<file path="src/sv/ll1e_pkg.sv">
// Package: token, symbol, rule and status codes plus the LL(1) parse table.
`timescale 1ns / 1ps
package ll1e_pkg;

  typedef logic [2:0]  kind_t;
  typedef logic [3:0]  sym_t;
  typedef logic [2:0]  rule_t;
  typedef logic [1:0]  status_t;
  typedef logic [30:0] number_t;
  typedef logic signed [31:0] value_t;

  typedef struct packed {
    logic  ok;
    rule_t rule;
  } rule_sel_t;

  // terminals share their codes with token kinds
  localparam kind_t K_NUM     = 3'd0;
  localparam kind_t K_PLUS    = 3'd1;
  localparam kind_t K_STAR    = 3'd2;
  localparam kind_t K_LP      = 3'd3;
  localparam kind_t K_RP      = 3'd4;
  localparam kind_t K_END     = 3'd5;
  localparam kind_t K_UNKNOWN = 3'd6;

  localparam sym_t S_NUM   = 4'd0;
  localparam sym_t S_PLUS  = 4'd1;
  localparam sym_t S_STAR  = 4'd2;
  localparam sym_t S_LP    = 4'd3;
  localparam sym_t S_RP    = 4'd4;
  localparam sym_t N_STMT  = 4'd7;
  localparam sym_t N_EXPR  = 4'd8;
  localparam sym_t N_EXPRP = 4'd9;
  localparam sym_t N_TERM  = 4'd10;
  localparam sym_t N_TERMP = 4'd11;
  localparam sym_t N_FACT  = 4'd12;
  localparam sym_t A_ADD   = 4'd13;
  localparam sym_t A_MUL   = 4'd14;

  localparam rule_t R_STMT    = 3'd0;
  localparam rule_t R_EXPR    = 3'd1;
  localparam rule_t R_EXPRP   = 3'd2;
  localparam rule_t R_TERM    = 3'd3;
  localparam rule_t R_TERMP   = 3'd4;
  localparam rule_t R_FACT_N  = 3'd5;
  localparam rule_t R_FACT_P  = 3'd6;
  localparam rule_t R_EPSILON = 3'd7;

  localparam status_t ST_OK            = 2'd0;
  localparam status_t ST_SYNTAX        = 2'd1;
  localparam status_t ST_UNKNOWN_FIRST = 2'd2;
  localparam status_t ST_OVERFLOW      = 2'd3;

  // parse table: nonterminal row, token kind column
  function automatic rule_sel_t rule_lookup(sym_t nt, kind_t kind);
    rule_sel_t r;
    r.ok   = 1'b0;
    r.rule = R_EPSILON;
    case (nt)
      N_STMT: begin
        if (kind == K_NUM || kind == K_LP) begin
          r.ok = 1'b1; r.rule = R_STMT;
        end else if (kind == K_END) begin
          r.ok = 1'b1; r.rule = R_EPSILON;
        end
      end
      N_EXPR: begin
        if (kind == K_NUM || kind == K_LP) begin
          r.ok = 1'b1; r.rule = R_EXPR;
        end
      end
      N_EXPRP: begin
        r.ok   = 1'b1;
        r.rule = (kind == K_PLUS) ? R_EXPRP : R_EPSILON;
      end
      N_TERM: begin
        if (kind == K_NUM || kind == K_LP) begin
          r.ok = 1'b1; r.rule = R_TERM;
        end
      end
      N_TERMP: begin
        r.ok   = 1'b1;
        r.rule = (kind == K_STAR) ? R_TERMP : R_EPSILON;
      end
      N_FACT: begin
        if (kind == K_NUM) begin
          r.ok = 1'b1; r.rule = R_FACT_N;
        end else if (kind == K_LP) begin
          r.ok = 1'b1; r.rule = R_FACT_P;
        end
      end
      default: r.ok = 1'b0;
    endcase
    return r;
  endfunction

  function automatic logic [2:0] rhs_len(rule_t rule);
    logic [2:0] n;
    case (rule)
      R_STMT:   n = 3'd1;
      R_EXPR:   n = 3'd2;
      R_EXPRP:  n = 3'd4;
      R_TERM:   n = 3'd2;
      R_TERMP:  n = 3'd4;
      R_FACT_N: n = 3'd1;
      R_FACT_P: n = 3'd3;
      default:  n = 3'd0;
    endcase
    return n;
  endfunction

  // right-hand side in push order; the last one pushed is popped first
  function automatic sym_t rhs_sym(rule_t rule, logic [1:0] idx);
    sym_t s;
    s = S_NUM;
    case (rule)
      R_STMT:   s = N_EXPR;
      R_EXPR:   s = (idx == 2'd0) ? N_EXPRP : N_TERM;
      R_EXPRP: begin
        case (idx)
          2'd0:    s = A_ADD;
          2'd1:    s = N_EXPRP;
          2'd2:    s = N_TERM;
          default: s = S_PLUS;
        endcase
      end
      R_TERM:   s = (idx == 2'd0) ? N_TERMP : N_FACT;
      R_TERMP: begin
        case (idx)
          2'd0:    s = A_MUL;
          2'd1:    s = N_TERMP;
          2'd2:    s = N_FACT;
          default: s = S_STAR;
        endcase
      end
      R_FACT_N: s = S_NUM;
      R_FACT_P: begin
        case (idx)
          2'd0:    s = S_RP;
          2'd1:    s = N_EXPR;
          default: s = S_LP;
        endcase
      end
      default:  s = S_NUM;
    endcase
    return s;
  endfunction

endpackage

</file>
<file path="src/sv/ll1e_if.sv">
// Interfaces: token channel and result channel with valid/ready handshake.
`timescale 1ns / 1ps
interface ll1e_token_if;
  logic              valid;
  logic              ready;
  ll1e_pkg::kind_t   token_kind;
  ll1e_pkg::number_t token_number;

  modport source (output valid, output token_kind, output token_number, input ready);
  modport sink   (input valid, input token_kind, input token_number, output ready);
endinterface

interface ll1e_result_if;
  logic              valid;
  logic              ready;
  ll1e_pkg::value_t  result_value;
  ll1e_pkg::status_t status;

  modport source (output valid, output result_value, output status, input ready);
  modport sink   (input valid, input result_value, input status, output ready);
endinterface

</file>
<file path="src/sv/ll1_expression_evaluator.sv">
// Top level: table-driven LL(1) evaluator with symbol and operand stacks in memory.
//
//   channel  | modport | transfer moves
//   ---------+---------+---------------------------------------------
//   tok_i    | sink    | one token: token_kind (3b), token_number (31b)
//   res_o    | source  | one result: result_value (32b signed), status (2b)
//
// Flow: a token is taken in IDLE; each stack symbol then passes through POP and
// EXEC, an expansion writes its symbols in PUSH, and EMIT follows when a
// statement ends. The pop/expand loop over the symbol memory is serial.
// Reset puts stmt in the cached top-of-stack register, so no memory clearing.
// A result waits in the output register; IDLE still takes a token, EMIT holds.
`timescale 1ns / 1ps
module ll1_expression_evaluator #(
  parameter int SYMBOL_STACK_DEPTH  = 32,
  parameter int OPERAND_STACK_DEPTH = 16
) (
  input  logic              clk_i,
  input  logic              rst_ni,
  ll1e_token_if.sink        tok_i,
  ll1e_result_if.source     res_o
);

  localparam int SymAw = $clog2(SYMBOL_STACK_DEPTH);
  localparam int SymDw = $clog2(SYMBOL_STACK_DEPTH + 1);
  localparam int OpdAw = $clog2(OPERAND_STACK_DEPTH);
  localparam int OpdDw = $clog2(OPERAND_STACK_DEPTH + 1);

  localparam logic [2:0] StIdle = 3'd0;
  localparam logic [2:0] StPop  = 3'd1;
  localparam logic [2:0] StExec = 3'd2;
  localparam logic [2:0] StPush = 3'd3;
  localparam logic [2:0] StEmit = 3'd4;

  // control state
  logic [2:0]            state_q, state_d;
  logic [SymDw-1:0]      sym_depth_q, sym_depth_d;
  logic                  top_vld_q, top_vld_d;   // top symbol held in register
  logic [OpdDw-1:0]      opd_depth_q, opd_depth_d;
  logic                  first_q, first_d;
  logic                  from_mem_q, from_mem_d;
  logic [1:0]            push_idx_q, push_idx_d;
  logic                  out_valid_q, out_valid_d;

  // payload registers
  ll1e_pkg::sym_t        top_q, top_d;
  ll1e_pkg::kind_t       kind_q, kind_d;
  ll1e_pkg::number_t     num_q, num_d;
  ll1e_pkg::rule_t       rule_q, rule_d;
  ll1e_pkg::status_t     emit_status_q, emit_status_d;
  logic [31:0]           opd_top_q, opd_top_d;   // cached operand stack top
  logic [31:0]           out_value_q, out_value_d;
  ll1e_pkg::status_t     out_status_q, out_status_d;

  // symbol memory
  ll1e_pkg::sym_t        sym_mem [SYMBOL_STACK_DEPTH];
  ll1e_pkg::sym_t        sym_rd_q;
  logic                  sym_re, sym_we;
  logic [SymAw-1:0]      sym_ra, sym_wa;
  ll1e_pkg::sym_t        sym_wd;

  // operand memory
  logic [31:0]           opd_mem [OPERAND_STACK_DEPTH];
  logic [31:0]           opd_rd_q;
  logic                  opd_re, opd_we;
  logic [OpdAw-1:0]      opd_ra, opd_wa;
  logic [31:0]           opd_wd;

  always_ff @(posedge clk_i) begin
    if (sym_we) begin
      sym_mem[sym_wa] <= sym_wd;
    end
    if (sym_re) begin
      sym_rd_q <= sym_mem[sym_ra];
    end
  end

  always_ff @(posedge clk_i) begin
    if (opd_we) begin
      opd_mem[opd_wa] <= opd_wd;
    end
    if (opd_re) begin
      opd_rd_q <= opd_mem[opd_ra];
    end
  end

  // handshake
  logic tok_xfer, res_xfer, out_free;
  assign tok_i.ready = (state_q == StIdle);
  assign tok_xfer    = tok_i.valid && tok_i.ready;
  assign res_xfer    = out_valid_q && res_o.ready;
  assign out_free    = !out_valid_q || res_o.ready;

  assign res_o.valid        = out_valid_q;
  assign res_o.result_value = out_value_q;
  assign res_o.status       = out_status_q;

  // kind code seven behaves as unknown
  ll1e_pkg::kind_t kind_in;
  assign kind_in = (tok_i.token_kind > ll1e_pkg::K_UNKNOWN) ? ll1e_pkg::K_UNKNOWN
                                                             : tok_i.token_kind;

  // EXEC operands
  ll1e_pkg::sym_t     cur_sym;
  ll1e_pkg::rule_sel_t sel;
  logic [2:0]         push_len;
  ll1e_pkg::sym_t     push_sym;
  logic [31:0]        opd_a, opd_b, opd_sum, opd_prod;

  assign cur_sym  = from_mem_q ? sym_rd_q : top_q;
  assign sel      = ll1e_pkg::rule_lookup(cur_sym, kind_q);
  assign push_len = ll1e_pkg::rhs_len(rule_q);
  assign push_sym = ll1e_pkg::rhs_sym(rule_q, push_idx_q);
  // a missing operand reads as zero
  assign opd_a    = (opd_depth_q >= OpdDw'(1)) ? opd_top_q : 32'd0;
  assign opd_b    = (opd_depth_q >= OpdDw'(2)) ? opd_rd_q : 32'd0;
  assign opd_sum  = opd_a + opd_b;
  assign opd_prod = opd_a * opd_b;

  always_comb begin
    state_d       = state_q;
    sym_depth_d   = sym_depth_q;
    top_vld_d     = top_vld_q;
    opd_depth_d   = opd_depth_q;
    first_d       = first_q;
    from_mem_d    = from_mem_q;
    push_idx_d    = push_idx_q;
    top_d         = top_q;
    kind_d        = kind_q;
    num_d         = num_q;
    rule_d        = rule_q;
    emit_status_d = emit_status_q;
    opd_top_d     = opd_top_q;
    out_valid_d   = out_valid_q && !res_xfer;
    out_value_d   = out_value_q;
    out_status_d  = out_status_q;

    sym_re = 1'b0;
    sym_ra = sym_depth_q[SymAw-1:0] - SymAw'(1);
    sym_we = 1'b0;
    sym_wa = sym_depth_q[SymAw-1:0];
    sym_wd = push_sym;
    opd_re = 1'b0;
    opd_ra = opd_depth_q[OpdAw-1:0] - OpdAw'(2);
    opd_we = 1'b0;
    opd_wa = opd_depth_q[OpdAw-1:0];
    opd_wd = {1'b0, num_q};

    case (state_q)
      StIdle: begin
        if (tok_xfer) begin
          kind_d = kind_in;
          num_d  = tok_i.token_number;
          if (first_q && kind_in == ll1e_pkg::K_UNKNOWN) begin
            // operand stack is empty right after a restart, so value is zero
            emit_status_d = ll1e_pkg::ST_UNKNOWN_FIRST;
            state_d       = StEmit;
          end else begin
            first_d = 1'b0;
            state_d = StPop;
          end
        end
      end

      StPop: begin
        if (sym_depth_q == '0) begin
          emit_status_d = ll1e_pkg::ST_OK;
          state_d       = StEmit;
        end else begin
          // second operand fetched ahead in case the symbol is an action
          opd_re      = 1'b1;
          from_mem_d  = !top_vld_q;
          sym_re      = !top_vld_q;
          top_vld_d   = 1'b0;
          sym_depth_d = sym_depth_q - SymDw'(1);
          state_d     = StExec;
        end
      end

      StExec: begin
        if (cur_sym >= ll1e_pkg::A_ADD) begin
          opd_we    = 1'b1;
          opd_wd    = (cur_sym == ll1e_pkg::A_ADD) ? opd_sum : opd_prod;
          opd_top_d = opd_wd;
          if (opd_depth_q >= OpdDw'(2)) begin
            opd_wa      = opd_ra;
            opd_depth_d = opd_depth_q - OpdDw'(1);
          end else begin
            opd_wa      = '0;
            opd_depth_d = OpdDw'(1);
          end
          state_d = StPop;
        end else if (cur_sym >= ll1e_pkg::N_STMT) begin
          if (!sel.ok) begin
            emit_status_d = ll1e_pkg::ST_SYNTAX;
            state_d       = StEmit;
          end else if (ll1e_pkg::rhs_len(sel.rule) == 3'd0) begin
            state_d = StPop;
          end else begin
            rule_d     = sel.rule;
            push_idx_d = 2'd0;
            state_d    = StPush;
          end
        end else begin
          // terminal match
          if ({1'b0, kind_q} != cur_sym) begin
            emit_status_d = ll1e_pkg::ST_SYNTAX;
            state_d       = StEmit;
          end else if (kind_q == ll1e_pkg::K_NUM &&
                       opd_depth_q >= OpdDw'(OPERAND_STACK_DEPTH)) begin
            emit_status_d = ll1e_pkg::ST_OVERFLOW;
            state_d       = StEmit;
          end else begin
            if (kind_q == ll1e_pkg::K_NUM) begin
              opd_we      = 1'b1;
              opd_top_d   = {1'b0, num_q};
              opd_depth_d = opd_depth_q + OpdDw'(1);
            end
            if (sym_depth_q == '0) begin
              emit_status_d = ll1e_pkg::ST_OK;
              state_d       = StEmit;
            end else begin
              state_d = StIdle;
            end
          end
        end
      end

      StPush: begin
        if (sym_depth_q >= SymDw'(SYMBOL_STACK_DEPTH)) begin
          emit_status_d = ll1e_pkg::ST_OVERFLOW;
          state_d       = StEmit;
        end else if ({1'b0, push_idx_q} == push_len - 3'd1) begin
          // last symbol stays in the top register; it is popped next
          top_d       = push_sym;
          top_vld_d   = 1'b1;
          sym_depth_d = sym_depth_q + SymDw'(1);
          state_d     = StPop;
        end else begin
          sym_we      = 1'b1;
          sym_depth_d = sym_depth_q + SymDw'(1);
          push_idx_d  = push_idx_q + 2'd1;
        end
      end

      StEmit: begin
        if (out_free) begin
          out_valid_d  = 1'b1;
          out_value_d  = (opd_depth_q != '0) ? opd_top_q : 32'd0;
          out_status_d = emit_status_q;
          // restart: stmt alone on the symbol stack
          top_d        = ll1e_pkg::N_STMT;
          top_vld_d    = 1'b1;
          sym_depth_d  = SymDw'(1);
          opd_depth_d  = '0;
          first_d      = 1'b1;
          state_d      = StIdle;
        end
      end

      default: state_d = StIdle;
    endcase
  end

  always_ff @(posedge clk_i or negedge rst_ni) begin
    if (!rst_ni) begin
      state_q     <= StIdle;
      sym_depth_q <= SymDw'(1);
      top_vld_q   <= 1'b1;
      top_q       <= ll1e_pkg::N_STMT;
      opd_depth_q <= '0;
      first_q     <= 1'b1;
      from_mem_q  <= 1'b0;
      push_idx_q  <= 2'd0;
      out_valid_q <= 1'b0;
    end else begin
      state_q     <= state_d;
      sym_depth_q <= sym_depth_d;
      top_vld_q   <= top_vld_d;
      top_q       <= top_d;
      opd_depth_q <= opd_depth_d;
      first_q     <= first_d;
      from_mem_q  <= from_mem_d;
      push_idx_q  <= push_idx_d;
      out_valid_q <= out_valid_d;
    end
  end

  always_ff @(posedge clk_i) begin
    kind_q        <= kind_d;
    num_q         <= num_d;
    rule_q        <= rule_d;
    emit_status_q <= emit_status_d;
    opd_top_q     <= opd_top_d;
    out_value_q   <= out_value_d;
    out_status_q  <= out_status_d;
  end

endmodule

</file>
<file path="src/flat_wrapper.sv">
// flat-port wrapper written by rule: the top's interface ports become plain ports
module ll1_expression_evaluator_flat 
#(
  parameter int SYMBOL_STACK_DEPTH  = 32,
  parameter int OPERAND_STACK_DEPTH = 16
)
  (clk_i, rst_ni, tok_i_valid, tok_i_token_kind, tok_i_token_number, tok_i_ready, res_o_valid, res_o_result_value, res_o_status, res_o_ready);
  ll1e_token_if tok_i_i ();
  ll1e_result_if res_o_i ();
  input  logic clk_i;
  input  logic rst_ni;
  input wire logic [$bits(tok_i_i.valid)-1:0] tok_i_valid;
  input wire logic [$bits(tok_i_i.token_kind)-1:0] tok_i_token_kind;
  input wire logic [$bits(tok_i_i.token_number)-1:0] tok_i_token_number;
  output wire logic [$bits(tok_i_i.ready)-1:0] tok_i_ready;
  output wire logic [$bits(res_o_i.valid)-1:0] res_o_valid;
  output wire logic [$bits(res_o_i.result_value)-1:0] res_o_result_value;
  output wire logic [$bits(res_o_i.status)-1:0] res_o_status;
  input wire logic [$bits(res_o_i.ready)-1:0] res_o_ready;
  assign tok_i_i.valid = tok_i_valid;
  assign tok_i_i.token_kind = tok_i_token_kind;
  assign tok_i_i.token_number = tok_i_token_number;
  assign tok_i_ready = tok_i_i.ready;
  assign res_o_valid = res_o_i.valid;
  assign res_o_result_value = res_o_i.result_value;
  assign res_o_status = res_o_i.status;
  assign res_o_i.ready = res_o_ready;
  ll1_expression_evaluator #(.SYMBOL_STACK_DEPTH(SYMBOL_STACK_DEPTH), .OPERAND_STACK_DEPTH(OPERAND_STACK_DEPTH)) u_core (.clk_i(clk_i), .rst_ni(rst_ni), .tok_i(tok_i_i), .res_o(res_o_i));
endmodule
</file>
<file path="config.mk">
export PLATFORM = sky130hd
export DESIGN_NAME = ll1_expression_evaluator_flat
export DESIGN_NICKNAME = d
export VERILOG_FILES = /design/src/sv/ll1e_pkg.sv /design/src/sv/ll1e_if.sv /design/src/sv/ll1_expression_evaluator.sv /design/src/flat_wrapper.sv
export SDC_FILE = /design/constraint.sdc
export NUM_CORES = 2
export LEC_CHECK = 0
export ABC_AREA = 1
export BUFFER_PORTS_ARGS = -buffer_cell sky130_fd_sc_hd__buf_2
export CAP_MARGIN = 20
export CORE_MARGIN = 2
export CORE_UTILIZATION = 35
export CTS_BUF_LIST = sky130_fd_sc_hd__clkbuf_4
export CTS_CLUSTER_SIZE = 24
export DETAILED_ROUTE_END_ITERATION = 8
export GPL_ROUTABILITY_DRIVEN = 0
export PLACE_DENSITY = 0.58
export SYNTH_ARGS = -nofsm -noshare
export SYNTH_HDL_FRONTEND = slang
export SYNTH_SLANG_ARGS = --single-unit
</file>
<file path="constraint.sdc">
create_clock -name clk_i -period 8.3 [get_ports clk_i]
set_input_delay 1.66 -clock clk_i [delete_from_list [all_inputs] [get_ports clk_i]]
set_output_delay 1.66 -clock clk_i [all_outputs]
set_load 0.01 [all_outputs]
</file>
==> impl_metrics.tcl <==
set metrics [dict create \
    worstPathMaxFanout 16 \
    clock_skew_ps 103.1 \
    die_y_um 382.4 \
    critical_path_arrival_ps 9110 \
    vias 38190 \
    syn_inst 4798 \
    design_area_um2 59270 \
    cts-root-buf "clkbuf_4" \
    cts_tree "built" \
    synthFlopType "edfxtp_1" \
    row_count 138 \
    start_kind "flip-flop" \
    ios 74 \
    wire_per_inst_um 22.17 \
    drive_gt1_frac 0.1949 \
    hp-class "reg2reg" \
    fmax_ghz 0.1215 \
    slew_headroom 0.3148 \
    cp_common_cell "fa_1" \
    syn2layout_area_growth_pct 18.28 \
    design.core.area_um2 141800 \
    yosysSeqAreaShare 0.4801 \
    fin_ws_ps 67.17 \
    clock_sinks 805 \
    finalMaxSlewViolations 0 \
    synthArstFlopShare 0.02981 \
    holdWs_ps 472.7 \
    cap_violations 0 \
    reg2reg_depth 34 \
    reg2reg_slack_ps 70 \
    fin_nets 5907 \
    grt_pass1_vias 37870 \
    startpoint "u_core.opd_depth_q[1]$_DFFE_PN0P_" \
    grt_use_total 0.2215 \
    die_width_um 382.4 \
    io_buffer_count 73 \
    cp-endpoint "u_core.opd_mem[0][22]$_DFFE_PP_" \
    post-route-util 0.4181 \
    clk_path_buf_depth 3 \
    drc 0 \
    rsz0062_at_grt "yes" \
    antenna_found_initial 6 \
    grt_pass1_wl_mm 241.8 \
    start_util 0.3535 \
    insertion_delay_ps 1170 \
    synth-edff-count 781 \
    worst_pin_slew_ps 1028 \
    status "complete, no violations" \
    place_area_um2 55400 \
    setup_viol 0 \
    ant_nets 0 \
    pre_cts_ws_ps -351.7 \
    period_share 0.9919 \
    avgSynthCellArea_um2 10.44 \
    worst_setup_path_end_kind "flip-flop" \
    crit_required_ps 9180 \
    yosysUniqueCellTypes 60 \
    htree_levels 4 \
    synth-seq-cells 805 \
    dp_hpwl_mm 116.0 \
    min_period_ps 8233 \
    path_buf_inv 10 \
    dieArea_um2 146200 \
    grt_max_degree 91 \
    first_pass_iters 6 \
    worst-setup-path-type "reg2reg" \
    drt_iter0_markers 3688 \
    cp_slowest_cell "fa_1" \
    ctsHoldBuffers 0 \
    wl_mm 162.3 \
    cp_slowest_stage_delay_ps 610 \
    overflow 0 \
    r2r_end "u_core.opd_mem[0][22]$_DFFE_PP_" \
    cts_made_buffers 203 \
    critPathTopFamily "adder cells" \
    ys_warn_count 0 \
    viasPerCell 5.216 \
    hold_viol 0 \
    syn_nets 5424 \
    clk_pin_slew_ps 60 \
    path_depth 34 \
    syn_area_um2 50110 \
    rr_startpoint "u_core.opd_depth_q[1]$_DFFE_PN0P_" \
]
[stage by stage]
stage / TNS, ps / instances
6_report: 0 / 7321
2_1_floorplan: 0 / 4798
3_3_place_gp: -21030 / 6924
3_5_place_dp: -32210 / 6925
5_1_grt: -19590 / 7320
4_1_cts: 0 / 7285
[worst min-delay path by stage]
stage | from | to | slack (ps) | cells past startpoint
after floorplan | u_core.emit_status_q[0]$_DFFE_PP_ | u_core.res_o.status[0]$_DFFE_PP_ | 430 | 0
after global placement | u_core.emit_status_q[1]$_DFFE_PP_ | u_core.res_o.status[1]$_DFFE_PP_ | 450 | 0
after detailed placement | u_core.emit_status_q[0]$_DFFE_PP_ | u_core.res_o.status[0]$_DFFE_PP_ | 450 | 0
after CTS | rst_ni | u_core.opd_depth_q[4]$_DFFE_PN0P_ | 400 | 1
after global routing | rst_ni | u_core.opd_depth_q[4]$_DFFE_PN0P_ | 500 | 1
final | u_core.top_vld_q$_DFFE_PN1P_ | u_core.top_vld_q$_DFFE_PN1P_ | 470 | 2
[synth_stat cells (4+ instances only)]
cell	number	share of area
nor2_1	850	0.064
edfxtp_1	781	0.47
inv_1	631	0.047
nand2_1	545	0.041
fa_1	410	0.16
o21ai_0	395	0.039
clkbuf_1	179	0.013
ha_1	178	0.044
nand3_1	144	0.014
a21oi_1	118	0.012
o221ai_1	115	0.020
o22ai_1	51	0.0064
o211ai_1	47	0.0070
inv_2	29	0.0022
o21a_1	28	0.0042
xor2_1	26	0.0045
o32ai_1	19	0.0033
dfrtp_1	18	0.0090
nor3_1	17	0.0017
or2_2	17	0.0021
xnor2_1	17	0.0030
buf_1	16	0.0012
mux2i_1	15	0.0030
nor2_2	14	0.0017
a31oi_1	13	0.0016
nand2_2	12	0.0015
nand4_1	9	0.0011
clkinv_1	8	0.00060
nor2_4	8	0.0018
a21o_1	7	0.0010
nor4_1	7	0.00087
o22a_1	7	0.0012
buf_2	6	0.00060
dfstp_2	6	0.0031
nand2_4	5	0.0011
nand3b_1	5	0.00075
o2111ai_1	5	0.00087
buf_6	4	0.00090
o21bai_1	4	0.00060
[worst min-delay path, stage by stage, from the launching register on]
cell,delay (ps)
dfstp_2,380
inv_1,40
a21oi_1,50
[final cells by class]
cell class,count,area [µm²]
Clock inverter,60,372.9
Inverter,668,2555
Antenna cell,9,22.52
Clock buffer,286,2147
Timing Repair Buffer,483,3989
Multi-Input combinational cell,3120,23750
Tap cell,1890,2365
Sequential cell,805,24070
Fill cell,13580,82490
[registers in the layout, summed over array words and instances (netlist names), 2 cells and up]
register / flops
u_core.rule_q: 3
u_core.opd_rd_q: 32
u_core.top_q: 4
u_core.sym_rd_q: 4
u_core.num_q: 31
u_core.kind_q: 3
u_core.opd_mem: 512
u_core.push_idx_q: 2
u_core.res_o.status: 2
u_core.emit_status_q: 2
u_core.opd_depth_q: 5
u_core.opd_top_q: 32
u_core.state_q: 3
u_core.sym_depth_q: 6
u_core.res_o.result_value: 32
u_core.sym_mem: 128
[kinds of logic (layout without fill, tap and decap cells)]
kind of cell | count (synthesis) | in the layout | synth area share
AO/OA/AOI/OAI | 830 | 831 | 0.1010
XOR/XNOR | 44 | 44 | 0.007840
adder cells (fa/ha/maj) | 588 | 588 | 0.2082
buffers and inverters | 875 | 1497 | 0.06669
flip-flops | 805 | 805 | 0.4801
multiplexers | 15 | 15 | 0.002996
other | 0 | 9 | 0
AND/OR/NAND/NOR | 1641 | 1642 | 0.1331
[placed cells by master, fill, tap and decap left out, types with 10 or more instances in the layout]
master and n:
xor2_1 25, ha_4 22, o21ai_1 10, nor2_1 815
nand3_1 135, inv_2 33, nor2_2 20, buf_2 73
buf_12 37, dfrtp_1 16, ha_1 153, a31oi_1 11
o21ai_0 385, clkinv_1 45, nand2_2 32, xnor2_1 17
nand2_1 517, a21oi_1 106, fa_2 23, buf_6 16
buf_4 354, o21a_1 27, clkbuf_4 286, edfxtp_1 781
o211ai_1 47, nand2_4 10, o22ai_1 49, nor3_1 15
fa_1 387, or2_2 17, mux2i_1 15, nor2_4 37
o32ai_1 19, inv_1 616, o221ai_1 114
[metal layers]
metal | global-route usage | wire, µm | share of wire | vias to the layer above
met3 | 0.04331 | 13780 | 0.085 | 286
met5 | 0 | 30 | 0.00018 | -
met1 | 0.3096 | 69510 | 0.43 | 18980
li1 | - | - | - | 17220
met2 | 0.3416 | 73270 | 0.45 | 1708
met4 | 0.08158 | 5684 | 0.035 | 4
[what timing repair did]
item,in CTS,in global routing
endpoints found under the setup margin,178,320
setup buffers,12,25
pin swaps,19,57
gates resized for setup,44,167
gates cloned,2,0
Power is not shown: default switching activity piles up to over one toggle a cycle in this logic, so the estimate is an artifact.
